`config.mk`:
```
export PLATFORM = sky130hd
export DESIGN_NAME = graph_eccentricity_engine_unit
export DESIGN_NICKNAME = d
export VERILOG_FILES = /design/src/design/gee_pkg.sv /design/src/design/gee_dp.sv /design/src/design/gee_ctrl.sv /design/src/design/graph_eccentricity_engine_unit.sv
export VERILOG_INCLUDE_DIRS = /design/src /design/src/design
export SDC_FILE = /design/constraint.sdc
export NUM_CORES = 2
export LEC_CHECK = 0
export ABC_AREA = 1
export ABC_CLOCK_PERIOD_IN_PS = 7300
export BUFFER_PORTS_ARGS = -buffer_cell sky130_fd_sc_hd__buf_2
export CAP_MARGIN = 20
export CORE_MARGIN = 2
export CORE_UTILIZATION = 52
export CTS_CLUSTER_SIZE = 8
export DETAILED_ROUTE_END_ITERATION = 8
export PLACE_DENSITY = 0.68
export RECOVER_POWER = 50
export SETUP_SLACK_MARGIN = 0.15
export SYNTH_ARGS = -nofsm -noshare
export SYNTH_HDL_FRONTEND = slang
export SYNTH_SLANG_ARGS = --single-unit
export TNS_END_PERCENT = 1
```
`constraint.sdc`:
```
create_clock -name aclk -period 7.3 [get_ports aclk]
set_input_delay 1.46 -clock aclk [delete_from_list [all_inputs] [get_ports aclk]]
set_output_delay 1.46 -clock aclk [all_outputs]
set_load 0.05 [all_outputs]
```
`src/design/graph_eccentricity_engine_unit_macros.svh`:
```
// assertion macros for the graph eccentricity engine
`ifndef GRAPH_ECCENTRICITY_ENGINE_UNIT_MACROS_SVH
`define GRAPH_ECCENTRICITY_ENGINE_UNIT_MACROS_SVH
`ifndef NO_ASSERTIONS
`define GEE_ASSERT_IMP(lbl, ante, cons) \
    lbl: assert property (@(posedge aclk) disable iff (!aresetn) (ante) |-> (cons)) \
        else $error("gee assertion failed");
`define GEE_ASSERT_NXT(lbl, ante, cons) \
    lbl: assert property (@(posedge aclk) disable iff (!aresetn) (ante) |=> (cons)) \
        else $error("gee assertion failed");
`else
`define GEE_ASSERT_IMP(lbl, ante, cons)
`define GEE_ASSERT_NXT(lbl, ante, cons)
`endif
`endif

```
`src/design/gee_pkg.sv`:
```
// shared types and constants for the graph eccentricity engine
`default_nettype none
package gee_pkg;
    localparam int NumVert  = 16;
    localparam int VertW    = 4;
    localparam int DistW    = 10;
    localparam int WeightW  = 4;
    localparam int CountW   = 5;
    localparam logic [DistW-1:0] DistMax = 10'd1023;
    localparam logic [CountW-1:0] VcReset = 5'd16;
    localparam logic OpWrite   = 1'b0;
    localparam logic OpCompute = 1'b1;

    typedef struct packed {
        logic               op;
        logic [VertW-1:0]   row;
        logic [VertW-1:0]   col;
        logic [WeightW-1:0] weight;
    } in_t;

    typedef struct packed {
        logic [VertW-1:0] vertex;
        logic [DistW-1:0] eccentricity;
        logic [DistW-1:0] radius;
        logic [DistW-1:0] diameter;
        logic             is_central;
        logic             is_peripheral;
        logic             is_isolated;
        logic             reaches_all;
        logic             reaches_two;
        logic             last;
    } out_t;

    typedef struct packed {
        logic              wr_en;
        logic              rd_en;
        logic              init;
        logic              relax;
        logic              red_en;
        logic              store;
        logic              sum_clr;
        logic              sum_en;
        logic              emit;
        logic              last;
        logic [VertW-1:0]  rd_row;
        logic [VertW-1:0]  idx;
        logic [VertW-1:0]  src;
        logic [CountW-1:0] n;
    } cmd_t;
endpackage
`default_nettype wire

```
`src/design/gee_dp.sv`:
```
// datapath: adjacency memory, relaxation lanes, reductions and output register
`default_nettype none
module gee_dp (
    input  wire logic          aclk,
    input  wire gee_pkg::in_t  s_data,
    input  wire gee_pkg::cmd_t cmd,
    output gee_pkg::out_t      m_data
);
    import gee_pkg::*;

    logic [NumVert*WeightW-1:0] adj_mem [NumVert];
    logic [NumVert*WeightW-1:0] adj_q_reg;
    logic [DistW-1:0] dist_reg [NumVert];
    logic [DistW-1:0] dist_next [NumVert];
    logic [NumVert-1:0] reach_reg, reach_next;
    logic [DistW-1:0] max_reg;
    logic [CountW-1:0] cnt_reg;
    logic [DistW-1:0] ecc_store [NumVert];
    logic [NumVert-1:0] full_reg, two_reg;
    logic [DistW-1:0] radius_reg, diam_reg;
    out_t out_reg;
    logic [DistW-1:0] du, e_sel;

    assign du    = dist_reg[cmd.idx];
    assign e_sel = ecc_store[cmd.idx];

    // one lane per destination vertex, relaxing against the row just read
    always_comb begin
        logic [WeightW-1:0] w;
        logic [DistW:0]     s;
        logic [DistW-1:0]   d;
        for (int v = 0; v < NumVert; v++) begin
            w = adj_q_reg[v*WeightW +: WeightW];
            s = {1'b0, du} + {{(DistW+1-WeightW){1'b0}}, w};
            d = (s > {1'b0, DistMax}) ? DistMax : s[DistW-1:0];
            dist_next[v]  = dist_reg[v];
            reach_next[v] = reach_reg[v];
            if (reach_reg[cmd.idx] && (w != '0) && (CountW'(v) < cmd.n) &&
                (!reach_reg[v] || d < dist_reg[v])) begin
                dist_next[v]  = d;
                reach_next[v] = 1'b1;
            end
        end
    end

    always_ff @(posedge aclk) begin
        if (cmd.wr_en) begin
            adj_mem[s_data.row][{s_data.col, 2'b00} +: WeightW] <= s_data.weight;
        end
        if (cmd.rd_en) begin
            adj_q_reg <= adj_mem[cmd.rd_row];
        end
    end

    always_ff @(posedge aclk) begin
        if (cmd.init) begin
            for (int v = 0; v < NumVert; v++) begin
                dist_reg[v] <= '0;
            end
            reach_reg <= NumVert'(1) << cmd.src;
            max_reg   <= '0;
            cnt_reg   <= '0;
        end else begin
            if (cmd.relax) begin
                for (int v = 0; v < NumVert; v++) begin
                    dist_reg[v] <= dist_next[v];
                end
                reach_reg <= reach_next;
            end
            if (cmd.red_en && reach_reg[cmd.idx]) begin
                cnt_reg <= cnt_reg + 1'b1;
                if (dist_reg[cmd.idx] > max_reg) begin
                    max_reg <= dist_reg[cmd.idx];
                end
            end
        end
        if (cmd.store) begin
            ecc_store[cmd.src] <= max_reg;
            full_reg[cmd.src]  <= (cnt_reg == cmd.n);
            two_reg[cmd.src]   <= (cnt_reg == CountW'(2));
        end
        if (cmd.sum_clr) begin
            radius_reg <= '0;
            diam_reg   <= '0;
        end else if (cmd.sum_en) begin
            if (e_sel > diam_reg) begin
                diam_reg <= e_sel;
            end
            if (e_sel != '0 && (radius_reg == '0 || e_sel < radius_reg)) begin
                radius_reg <= e_sel;
            end
        end
        if (cmd.emit) begin
            out_reg.vertex        <= cmd.idx;
            out_reg.eccentricity  <= e_sel;
            out_reg.radius        <= radius_reg;
            out_reg.diameter      <= diam_reg;
            out_reg.is_central    <= (e_sel == radius_reg);
            out_reg.is_peripheral <= (e_sel == diam_reg);
            out_reg.is_isolated   <= (e_sel == '0);
            out_reg.reaches_all   <= full_reg[cmd.idx];
            out_reg.reaches_two   <= two_reg[cmd.idx];
            out_reg.last          <= cmd.last;
        end
    end

    assign m_data = out_reg;
endmodule
`default_nettype wire

```
`src/design/gee_ctrl.sv`:
```
// controller: sequences matrix writes, per-source relaxation, reductions and emission
`default_nettype none
`include "graph_eccentricity_engine_unit_macros.svh"
module gee_ctrl (
    input  wire logic         aclk,
    input  wire logic         aresetn,
    input  wire logic         s_valid,
    output logic              s_ready,
    input  wire gee_pkg::in_t s_data,
    output logic              m_valid,
    input  wire logic         m_ready,
    input  wire logic         cfg_we,
    input  wire logic [4:0]   cfg_wdata,
    output gee_pkg::cmd_t     cmd
);
    import gee_pkg::*;

    typedef enum logic [2:0] {
        S_IDLE, S_INIT, S_RELAX, S_DRAIN, S_REDUCE, S_STORE, S_SUMMARY, S_EMIT
    } state_t;

    state_t state_reg, state_next;
    logic [CountW-1:0] vc_reg, vc_next;
    logic [VertW-1:0] src_reg, src_next, round_reg, round_next;
    logic [VertW-1:0] u_reg, u_next, u_d_reg, u_d_next, idx_reg, idx_next;
    logic relax_pend_reg, relax_pend_next;
    logic m_valid_reg, m_valid_next;
    logic [CountW-1:0] n_eff;
    logic [VertW-1:0] nm1;
    logic out_free;

    assign n_eff = (vc_reg == '0) ? CountW'(1) :
                   (vc_reg > CountW'(NumVert)) ? CountW'(NumVert) : vc_reg;
    assign nm1      = VertW'(n_eff - 1'b1);
    assign out_free = !m_valid_reg || m_ready;
    assign m_valid  = m_valid_reg;

    always_comb begin
        state_next      = state_reg;
        vc_next         = cfg_we ? cfg_wdata : vc_reg;
        src_next        = src_reg;
        round_next      = round_reg;
        u_next          = u_reg;
        u_d_next        = u_d_reg;
        idx_next        = idx_reg;
        relax_pend_next = 1'b0;
        cmd             = '0;
        cmd.n           = n_eff;
        cmd.src         = src_reg;
        cmd.idx         = idx_reg;
        cmd.rd_row      = u_reg;
        cmd.relax       = relax_pend_reg;
        s_ready         = (state_reg == S_IDLE);
        unique case (state_reg)
            S_IDLE: begin
                if (s_valid) begin
                    if (s_data.op == OpWrite) begin
                        cmd.wr_en = 1'b1;
                    end else begin
                        cmd.sum_clr = 1'b1;
                        src_next    = '0;
                        state_next  = S_INIT;
                    end
                end
            end
            S_INIT: begin
                cmd.init   = 1'b1;
                u_next     = '0;
                round_next = '0;
                state_next = S_RELAX;
            end
            S_RELAX: begin
                // row read issued now, relaxed in the following cycle under u_d
                cmd.idx         = u_d_reg;
                cmd.rd_en       = 1'b1;
                relax_pend_next = 1'b1;
                u_d_next        = u_reg;
                if (u_reg == nm1) begin
                    u_next = '0;
                    if (round_reg == nm1) begin
                        state_next = S_DRAIN;
                    end else begin
                        round_next = round_reg + 1'b1;
                    end
                end else begin
                    u_next = u_reg + 1'b1;
                end
            end
            S_DRAIN: begin
                cmd.idx    = u_d_reg;
                idx_next   = '0;
                state_next = S_REDUCE;
            end
            S_REDUCE: begin
                cmd.red_en = 1'b1;
                if (idx_reg == nm1) begin
                    state_next = S_STORE;
                end else begin
                    idx_next = idx_reg + 1'b1;
                end
            end
            S_STORE: begin
                cmd.store = 1'b1;
                if (src_reg == nm1) begin
                    idx_next   = '0;
                    state_next = S_SUMMARY;
                end else begin
                    src_next   = src_reg + 1'b1;
                    state_next = S_INIT;
                end
            end
            S_SUMMARY: begin
                cmd.sum_en = 1'b1;
                if (idx_reg == nm1) begin
                    idx_next   = '0;
                    state_next = S_EMIT;
                end else begin
                    idx_next = idx_reg + 1'b1;
                end
            end
            S_EMIT: begin
                if (out_free) begin
                    cmd.emit = 1'b1;
                    cmd.last = (idx_reg == nm1);
                    if (idx_reg == nm1) begin
                        state_next = S_IDLE;
                    end else begin
                        idx_next = idx_reg + 1'b1;
                    end
                end
            end
            default: state_next = S_IDLE;
        endcase
        m_valid_next = cmd.emit | (m_valid_reg & ~m_ready);
    end

    always_ff @(posedge aclk) begin
        if (!aresetn) begin
            state_reg      <= S_IDLE;
            vc_reg         <= VcReset;
            src_reg        <= '0;
            round_reg      <= '0;
            u_reg          <= '0;
            u_d_reg        <= '0;
            idx_reg        <= '0;
            relax_pend_reg <= 1'b0;
            m_valid_reg    <= 1'b0;
        end else begin
            state_reg      <= state_next;
            vc_reg         <= vc_next;
            src_reg        <= src_next;
            round_reg      <= round_next;
            u_reg          <= u_next;
            u_d_reg        <= u_d_next;
            idx_reg        <= idx_next;
            relax_pend_reg <= relax_pend_next;
            m_valid_reg    <= m_valid_next;
        end
    end

    `GEE_ASSERT_IMP(a_emit_free, cmd.emit, !m_valid_reg || m_ready)
    `GEE_ASSERT_NXT(a_read_then_relax, cmd.rd_en, relax_pend_reg)
    `GEE_ASSERT_IMP(a_reduce_in_range, cmd.red_en, {1'b0, idx_reg} < n_eff)
    `GEE_ASSERT_IMP(a_relax_has_read, relax_pend_reg, $past(cmd.rd_en))
endmodule
`default_nettype wire

```
`src/design/graph_eccentricity_engine_unit.sv`:
```
// matrix writes are taken back to back while the unit is idle
// compute: per source an init step, n*n row reads, a drain step, a reduction
// over the n vertices and a store; then a summary pass and an emit pass over
// all n vertices, emission waiting on m_ready; one row-relaxation unit is shared
// reset: synchronous active-low aresetn, vertex count returns to 16,
// adjacency memory keeps its contents and is undefined until written
`default_nettype none
module graph_eccentricity_engine_unit (
    input  wire logic          aclk,
    input  wire logic          aresetn,
    input  wire logic          s_valid,
    output logic               s_ready,
    input  wire gee_pkg::in_t  s_data,
    output logic               m_valid,
    input  wire logic          m_ready,
    output gee_pkg::out_t      m_data,
    input  wire logic          cfg_we,
    input  wire logic [4:0]    cfg_wdata
);
    import gee_pkg::*;

    cmd_t cmd;

    gee_ctrl u_ctrl (
        .aclk      (aclk),
        .aresetn   (aresetn),
        .s_valid   (s_valid),
        .s_ready   (s_ready),
        .s_data    (s_data),
        .m_valid   (m_valid),
        .m_ready   (m_ready),
        .cfg_we    (cfg_we),
        .cfg_wdata (cfg_wdata),
        .cmd       (cmd)
    );

    gee_dp u_dp (
        .aclk   (aclk),
        .s_data (s_data),
        .cmd    (cmd),
        .m_data (m_data)
    );
endmodule
`default_nettype wire
```
==> summary.md <==
| Metric | Value |
|---|---|
| Worst setup path endpoint | `u_dp.dist_reg[9][2]$_SDFFCE_PN0P_` |
| Total power density per cell area | `between 400 and 500 nW/um^2` |
| Pleak | `28.7 nW` |
| Row Count | `137` |
| Reg2reg end | `u_dp.dist_reg[9][2]$_SDFFCE_PN0P_` |
| Grt ovf | `0` |
| DP HPWL | `approximately 130 mm` |
| DP Worst Slack | `roughly 900 ps` |
| Sw frac | `roughly 42%` |
| CTS tree | `built` |
| Status | `complete, but fails checks` |
| Final ANT Viol Nets | `0` |
| Starting density of the core | `between 50% and 60%` |
| Slowest-stage cell, CP | `o21ai_4` |
| Slew Limit Fails | `575` |
| CTS max path bufs | `3` |
| CP Depth | `26` |
| Worst Hold Class | `reg -> reg` |
| Max Cap Viol | `9` |
| Die Area | `approximately 140,000 sq um` |
| Final core utilization | `57.8%` |
| Number of global-route vias before repair | `48,532` |
| Crit Path Category | `reg -> reg` |
| WL per Instance | `about 24 um` |
| Largest family of logic cells by synthesized area | `simple AND/OR/NAND/NOR gates` |
| Worst EP required | `~7800 ps` |
| Max IR drop VDD | `0.515 mV` |
| Max FO, Critical Path | `36` |
| Synth Area per Inst | `between 10 and 15 sq um` |
| Adder-cell share of the synthesized area | `between 4 and 5%` |
| # IOs | `65` |
| Final worst-path cycle share | `approximately 92%` |
| CTS clk-pin slew, worst paths | `~50 ps` |
| Share of layout cells above drive strength 1 | `6.39%` |
| Ant. Diodes | `0` |
| Synth cell types | `61` |
| Switch Pwr | `~16 mW` |
| Clk_lat worst skew | `approximately 840 ps` |
| Max reg flops | `just over 1,000` |
| Gr usage total | `between 20% and 30%` |
| IO Port Bufs | `64` |
| First-pass GRT wire length | `301 mm` |
| Async set or reset register ratio after synthesis | `0%` |
| Crit. Startpoint | `u_ctrl.state_reg[0]$_SDFFE_PN0P_` |
| Die Wd | `between 300 and 400 um` |
| Final Hold Fails | `0` |
| Synth Area in Compound Gates | `between 10% and 20%` |
| CP Launch Type | `flip-flop` |
| Buf/Inv on CP | `3` |
| Endpoints failing setup | `0` |
| Clk network pwr share | `22.7%` |
| Vias | `a little over 50,000` |
| Post-synth top area cell | `edfxtp_1` |
| Worst path top cell family by delay | `compound AO/OA/AOI/OAI gates` |
| Most numerous cell in the Yosys netlist | `edfxtp_1` |
| Synth Flop Type | `edfxtp_1` |
| Quantity of hold-fixing buffers added after cts | `0` |
| Cells after synthesis | `6,342` |
| RSZ-0062 raised after global routing | `false` |
| Chip height | `378 um` |
| Syn_nets | `between 6,000 and 7,000` |
| Register share of total power | `30.0%` |
| Synthesized flop and latch total | `~1,600` |
| Final WL | `about 200 mm` |
| Final worst slack | `roughly 550 ps` |
| Largest net degree at the start of global routing | `222` |
| Clock Sink Count | `1,561` |
| Synth cell count leaders | `edfxtp_1 (1,496), nor2_1 (903), nand2_1 (789), o21ai_0 (409), inv_1 (398)` |
| Most used cell, CP | `nand2_1` |
| Xor/xnor cell area share of the yosys netlist | `between 1 and 1.5%` |
| Max incr delay on CP | `roughly 800 ps` |
| # DRC | `0` |
| Gpl congestion | `about 0.99` |
| Area contributors post-synth | `edfxtp_1 (62%), nor2_1 (4.7%), ha_1 (4.4%)` |
| Core Area | `about 140,000 sq um` |
| Root Buffer | `clkbuf_16` |
| Worst Skew | `about 38 ps` |
| Endpoint type of the worst setup path | `flip-flop` |
| Final net count | `6,675` |
| Failing checks | `max-capacitance violations, max-slew violations` |
| Tmin final | `about 6700 ps` |
| Reg2reg setup slack | `between 500 and 600 ps` |
| Initial antenna violation count | `6` |
| Worst r2r src | `u_ctrl.state_reg[0]$_SDFFE_PN0P_` |
| TritonCTS Buffers | `around 210` |
| Depth of the worst register-to-register path | `26` |
| Max-Slew Margin vs Limit | `-159%` |
| Initial drt markers | `6,199` |
| Register area share after synthesis | `63.5%` |
| Multiplexer area fraction after synthesis | `a little under 3%` |
| Worst-Margin Slew | `~4000 ps` |
| Drt pass-1 iters | `6` |
| Yosys top cell area share | `between 60% and 70%` |
| H-tree Lvls | `4` |
| Synthesized cell area | `~73,000 sq um` |
| Post-synth EDFFs | `between 1,000 and 1,500` |
| Arrival time at the worst endpoint | `between 7000 and 8000 ps` |
| Post-cts resize count | `0` |
| Post-Synth Simple-Gate Area | `between 10 and 15%` |
| Synthesis warning total | `0` |
| Vias per cell | `6.10` |
| F_max | `about 0.15 GHz` |
| FILL cells | `roughly 11,000` |
| Combinational power share | `between 40% and 50%` |
| Area Overhead vs Synth | `10.5%` |
| Post-CTS Setup Repair Bufs | `0` |
| P_int | `about 23 mW` |
| Setup TNS | `0 ps` |
[cell usage in the layout, fill, tap and decap left out, types with 23 or more instances in the layout]
cell | netlist | final
o21ai_1 | 56 | 54
o221ai_1 | 230 | 230
xor2_1 | 81 | 81
o32ai_1 | 39 | 39
o21ai_0 | 409 | 409
nand3_1 | 298 | 298
xnor2_1 | 29 | 29
nor2_1 | 903 | 903
o211ai_1 | 82 | 82
clkbuf_1 | 255 | 139
mux2i_1 | 210 | 210
inv_1 | 398 | 399
dfxtp_1 | 65 | 62
a211oi_1 | 23 | 23
clkbuf_16 | 0 | 214
nor3_1 | 63 | 62
ha_1 | 257 | 257
edfxtp_1 | 1496 | 1496
nand4_1 | 26 | 26
buf_4 | 11 | 77
a21oi_1 | 301 | 301
nand2_1 | 789 | 787
[per-stage QoR]
| step | hold WS [ps] | area [sq um] | cells | power, mW |
|---|---|---|---|---|
| after CTS | 441 | 80600 | 8280 | 38.7 |
| after global routing | 450 | 80500 | 8309 | 41.5 |
| final | 440 | 80500 | 8309 | 39.0 |
| after detailed placement | 423 | 74800 | 8011 | 29.7 |
| after global placement | 424 | 74700 | 8006 | 29.3 |
| after floorplan | 408 | 72800 | 6342 | 24.5 |
[power by group through the flow]
stage               registers [mW]  clock network [mW]  logic [mW]
finish                        11.7                8.88        18.4
global route                  11.8                9.32        20.5
CTS                           11.7                8.96        18.0
detailed placement            11.8                   0        17.9
global placement              11.8                   0        17.5
floorplan                     11.4                   0        13.1
[worst min path at each step]
| stage | from | end | slack [ps] | depth (start not counted) |
|---|---|---|---|---|
| floorplan | u_dp.diam_reg[4]$_SDFFE_PP0P_ | u_dp.m_data[10]$_DFFE_PP_ | 410 | 0 |
| global placement | u_dp.diam_reg[9]$_SDFFE_PP0P_ | u_dp.m_data[15]$_DFFE_PP_ | 420 | 0 |
| detailed placement | u_dp.diam_reg[9]$_SDFFE_PP0P_ | u_dp.m_data[15]$_DFFE_PP_ | 420 | 0 |
| CTS | u_dp.diam_reg[7]$_SDFFE_PP0P_ | u_dp.m_data[13]$_DFFE_PP_ | 440 | 0 |
| global route | u_dp.diam_reg[9]$_SDFFE_PP0P_ | u_dp.m_data[15]$_DFFE_PP_ | 450 | 0 |
| finish | u_dp.diam_reg[9]$_SDFFE_PP0P_ | u_dp.m_data[15]$_DFFE_PP_ | 440 | 0 |
[layout make-up]
cell class	instances	area, sq um	area share (%)
Clock buffer	255	5510	6.84
Clock inverter	14	297	0.368
Inverter	416	1570	1.95
Multi-Input combinational cell	3981	23300	29.0
Sequential cell	1561	46200	57.4
Tap cell	1876	2350	2.92
Timing Repair Buffer	206	1210	1.50
[per-layer routing]
layer	vias up	routed length [um]	global-route usage [%]
li1	22943	-	-
met5	-	40	0
met4	6	10200	13.6
met2	2437	93000	43.6
met1	24757	82100	38.3
met3	533	17600	5.14
[kinds of logic (layout without fill, tap and decap cells)]
logic type,Yosys count,count (layout)
fa+ha+maj,273,273
xor+xnor,110,110
mux,210,210
flops,1561,1561
buf+inv,800,891
simple gates,2150,2150
compound gates,1238,1238
(Power assumes the default switching activity.)
